$ cat src/hdl/kwm_pkg.sv
package kwm_pkg;

  localparam int LISTS_DEFAULT      = 8;
  localparam int LENGTH_DEFAULT     = 64;
  localparam int VALUE_BITS_DEFAULT = 32;

  localparam int MODE_BITS   = 1;
  localparam int INDEX_BITS  = 3;
  localparam int DATA_BITS   = 32;
  localparam int STATUS_BITS = 2;

  localparam int COUNT_BITS  = 4;
  localparam int LENGTH_BITS = 7;

  localparam int CFG_INDEX_BITS = 4;
  localparam int CFG_DATA_BITS  = 32;

  localparam logic [CFG_INDEX_BITS-1:0] CFG_LIST_COUNT  = 4'd0;
  localparam logic [CFG_INDEX_BITS-1:0] CFG_LIST_LENGTH = 4'd1;

  localparam logic [COUNT_BITS-1:0]  LIST_COUNT_RESET  = 4'd8;
  localparam logic [LENGTH_BITS-1:0] LIST_LENGTH_RESET = 7'd64;

  localparam logic [MODE_BITS-1:0] MODE_LOAD  = 1'b0;
  localparam logic [MODE_BITS-1:0] MODE_DRAIN = 1'b1;

  typedef enum logic [STATUS_BITS-1:0] {
    STAT_LOAD_OK  = 2'd0,
    STAT_LOAD_REJ = 2'd1,
    STAT_VALUE    = 2'd2,
    STAT_EMPTY    = 2'd3
  } status_t;

  typedef struct packed {
    logic load;
    logic start;
    logic issue;
    logic emit;
  } cmd_t;

  typedef struct packed {
    logic issue_more;
    logic out_free;
  } stat_t;

endpackage

$ cat src/hdl/kwm_ctrl.sv
module kwm_ctrl (
  input  logic                          clk,
  input  logic                          rst,
  input  logic                          item_valid,
  input  logic [kwm_pkg::MODE_BITS-1:0] item_mode,
  output logic                          item_ready,
  input  kwm_pkg::stat_t                stat,
  output kwm_pkg::cmd_t                 cmd
);

  typedef enum logic [2:0] {
    ST_IDLE = 3'b001,
    ST_SCAN = 3'b010,
    ST_EMIT = 3'b100
  } state_t;

  state_t state;
  state_t state_next;
  logic   accept;

  assign item_ready = (state == ST_IDLE) && stat.out_free;
  assign accept     = item_valid && item_ready;

  always_comb begin
    state_next = state;
    cmd        = '0;
    case (state)
      ST_IDLE: begin
        if (accept) begin
          if (item_mode == kwm_pkg::MODE_DRAIN) begin
            cmd.start  = 1'b1;
            state_next = ST_SCAN;
          end else begin
            cmd.load = 1'b1;
          end
        end
      end
      ST_SCAN: begin
        if (stat.issue_more) begin
          cmd.issue = 1'b1;
        end else begin
          state_next = ST_EMIT;
        end
      end
      ST_EMIT: begin
        cmd.emit   = 1'b1;
        state_next = ST_IDLE;
      end
      default: begin
        state_next = ST_IDLE;
      end
    endcase
  end

  always_ff @(posedge clk) begin
    if (rst) begin
      state <= ST_IDLE;
    end else begin
      state <= state_next;
    end
  end

endmodule

$ cat config.mk
export PLATFORM = sky130hd
export DESIGN_NAME = kwm_ctrl
export DESIGN_NICKNAME = d
export VERILOG_FILES = /design/src/hdl/kwm_pkg.sv /design/src/hdl/kwm_ctrl.sv
export SDC_FILE = /design/constraint.sdc
export NUM_CORES = 1
export LEC_CHECK = 0
export BUFFER_PORTS_ARGS = -buffer_cell sky130_fd_sc_hd__buf_2
export CORE_AREA = 8 8 45 47
export CTS_CLUSTER_DIAMETER = 100
export DETAILED_ROUTE_END_ITERATION = 6
export DIE_AREA = 0 0 53 55
export SYNTH_ARGS = -nofsm -noshare
export SYNTH_HDL_FRONTEND = slang
export SYNTH_SLANG_ARGS = --single-unit
$ cat constraint.sdc
create_clock -name clk -period 2.8 [get_ports clk]
set_input_delay 0.42 -clock clk [delete_from_list [all_inputs] [get_ports clk]]
set_output_delay 0.42 -clock clk [all_outputs]
set_load 0.005 [all_outputs]
==> metrics.csv <==
stage;metric;value;unit
routing;antenna_left;0;
clocking;cts-resized-gates;0;
cells_and_area;largest_registers;state (3);
cells_and_area;fill_cells;160;
sta;max_freq;634;MHz
pwr;p_leak;0.124;nW
floorplanning;die_h;55;um
global_routing;overflow;0;
critical_path;rr_worst_depth;2;
logic_synthesis;synth_area_leaders;dfxtp_1, nand4bb_4, nor3b_2, nand4bb_1, o21ba_1;
logic_synthesis;synth_area;175;um^2
placement;place_area;245;um^2
cells_and_area;largest_register;state;
placement;port_buffers;10;
logic_synthesis;syn_avg_cell_area;11.7;um^2
critical_path;worst-path-max-fanout;6;
logic_synthesis;synth.top_cell.area_share;34.3;%
clocking;cts_tree;yes;
floorplanning;die_w;53;um
status;status;complete, no violations;
logic_synthesis;synth-async-reset-ratio;0;%
routing;drtIter0Drc;9;
critical_path;cp.depth;4;
logic_synthesis;synth_top_area_cell;dfxtp_1;
clocking;cts_root_buffer;clkbuf_4;
routing;wl;458;um
placement;routabilityCongestion;0.626;
cells_and_area;instances_no_fill;45;
cells_and_area;area_delta_synth_final;55.0;%
logic_synthesis;yosys_warnings;0;
clocking;cts_hold_buf;0;
global_routing;met3_usage;3.74;%
critical_path;crit_buf_inv;2;
sta;rsz0062_at_grt;false;
routing;vias_per_cell;3.80;
global_routing;grt_pass1_wl;655;um
global_routing;grt_max_degree;7;
cells_and_area;largest_reg_flops;3;
logic_synthesis;synth_edf_count;0;
cells_and_area;fin_nets;36;
critical_path;endpoint_kind;primary output;
clocking;cts_buffers;3;
critical_path;worstSetupStartpointType;register;
critical_path;cp.required;2380;ps
routing;wl_per_cell;10.2;um
cells_and_area;antenna_cells;0;
critical_path;cp_cell_sequence;nand4bb_4, inv_2, and3_1, buf_2;
clocking;htree_levels;1;
cells_and_area;layout-drive-gt1-share;55.2;%
routing;vias;171;
critical_path;critPathMaxStageDelay;340;ps
global_routing;grt_pass1_vias;170;
sta;worst_clock_skew;2.86;ps
clocking;clockBufferDepth;2;
sta;tightest_slew;317;ps
logic_synthesis;ys_ff_latch;3;
cells_and_area;final_util;19.6;%
sta;hold_violations;0;
floorplanning;dieArea;2920;um^2
critical_path;path_delay_family;simple AND/OR/NAND/NOR gates;
sta;setup_violations;0;
global_routing;met1_usage;2.28;%
logic_synthesis;synthFlopType;dfxtp_1;
sta;setup_tns;0;ps
floorplanning;core;1380;um^2
logic_synthesis;synth_nets;21;
sta;hold_ws;416;ps
worst_hold_path;whs_path_depth;2;
clocking;post_cts_buffers;0;
global_routing;grt.total_usage;3.66;%
cells_and_area;fin_area;272;um^2
logic_synthesis;yosysMostFrequentCell;dfxtp_1;
clocking;cts.clk_slew.worst_paths;40;ps
global_routing;antenna_found_initial;0;
critical_path;slowest_stage;dfxtp_1;
logic_synthesis;ys_seq_area_share;34.3;%
critical_path;crit_arrival;1160;ps
routing;drt_pass1_iterations;3;
routing;drc_errors;0;
clocking;clkLatencyLatePin;230;ps
sta;finalCriticalPeriod;1580;ps
pwr;vdd_drop_max;0.120;mV
sta;fin_crit_sh;56.3;%
critical_path;r2r_slack;1800;ps
logic_synthesis;synth_cells;15;
sta;slew_violations;0;
worst_hold_path;hp-class;primary input to register;
global_routing;grt_use_met2;5.08;%
pwr;power.density;500;nW/um^2
clocking;cts.sinks;3;
sta;slew_headroom;78.5;%
flow_run;maxCapViolations;0;
global_routing;gr-max-usage-layer;met4;
floorplanning;row_count;14;
placement;dp_cells;41;
floorplanning;start_util;12.7;%
floorplanning;io-pin-count;11;
logic_synthesis;synth_cell_types;13;
critical_path;critPathKind;register to primary output;
[layout by cell type, fill, tap and decap left out, drive strengths merged, types with 2 or more instances in the layout]
cell type and count:
buf 10, clkbuf 4, dfxtp 3, nand4bb 2, nor3b 2
[report_power, final]
| part | internal [W] | switching (W) |
|---|---|---|
| Clock | 0.0000535 | 0.0000231 |
| Combinational | 0.00000840 | 0.00000612 |
| Sequential | 0.0000438 | 0.000000975 |
| Total | 0.000106 | 0.0000302 |
[cell families after synthesis]
logic type / count (synthesis) / synth area share (%)
buffers and inverters: 1 / 2.14
flip-flops: 3 / 34.3
AO/OA/AOI/OAI: 2 / 10.7
AND/OR/NAND/NOR: 9 / 52.9
[worst paths after layout]
kind	from	end
worst min register to register	state[2]	state[1]
worst max register to register	state[2]	state[0]
worst min-delay path	rst	state[1]
worst max-delay path	state[2]	cmd[2]
[per-layer routing]
layer | wire [um] | up-vias | part of all wire (%)
li1 | - | 85 | -
met1 | 142 | 79 | 31
met2 | 227 | 7 | 50
met3 | 89 | 0 | 19
met4 | 0 | 0 | 0
met5 | 0 | - | 0
[final cells by class]
cell class / instances / area (um^2) / share of cell area, %
multi-input combinational: 11 / 111 / 41.0
timing repair buffer: 10 / 50.0 / 18.4
clock buffer: 4 / 26.3 / 9.68
inverter: 1 / 3.75 / 1.38
sequential: 3 / 60.1 / 22.1
tap: 16 / 20.0 / 7.37
[stage by stage]
step / power (W) / setup slack [ps]
after CTS: 0.000139 / 1210
after global routing: 0.000145 / 1140
after global placement: 0.0000599 / 1410
after detailed placement: 0.0000602 / 1400
final: 0.000136 / 1220
after floorplan: 0.0000523 / 1580
No activity file was read; power rests on OpenSTA's default activity.
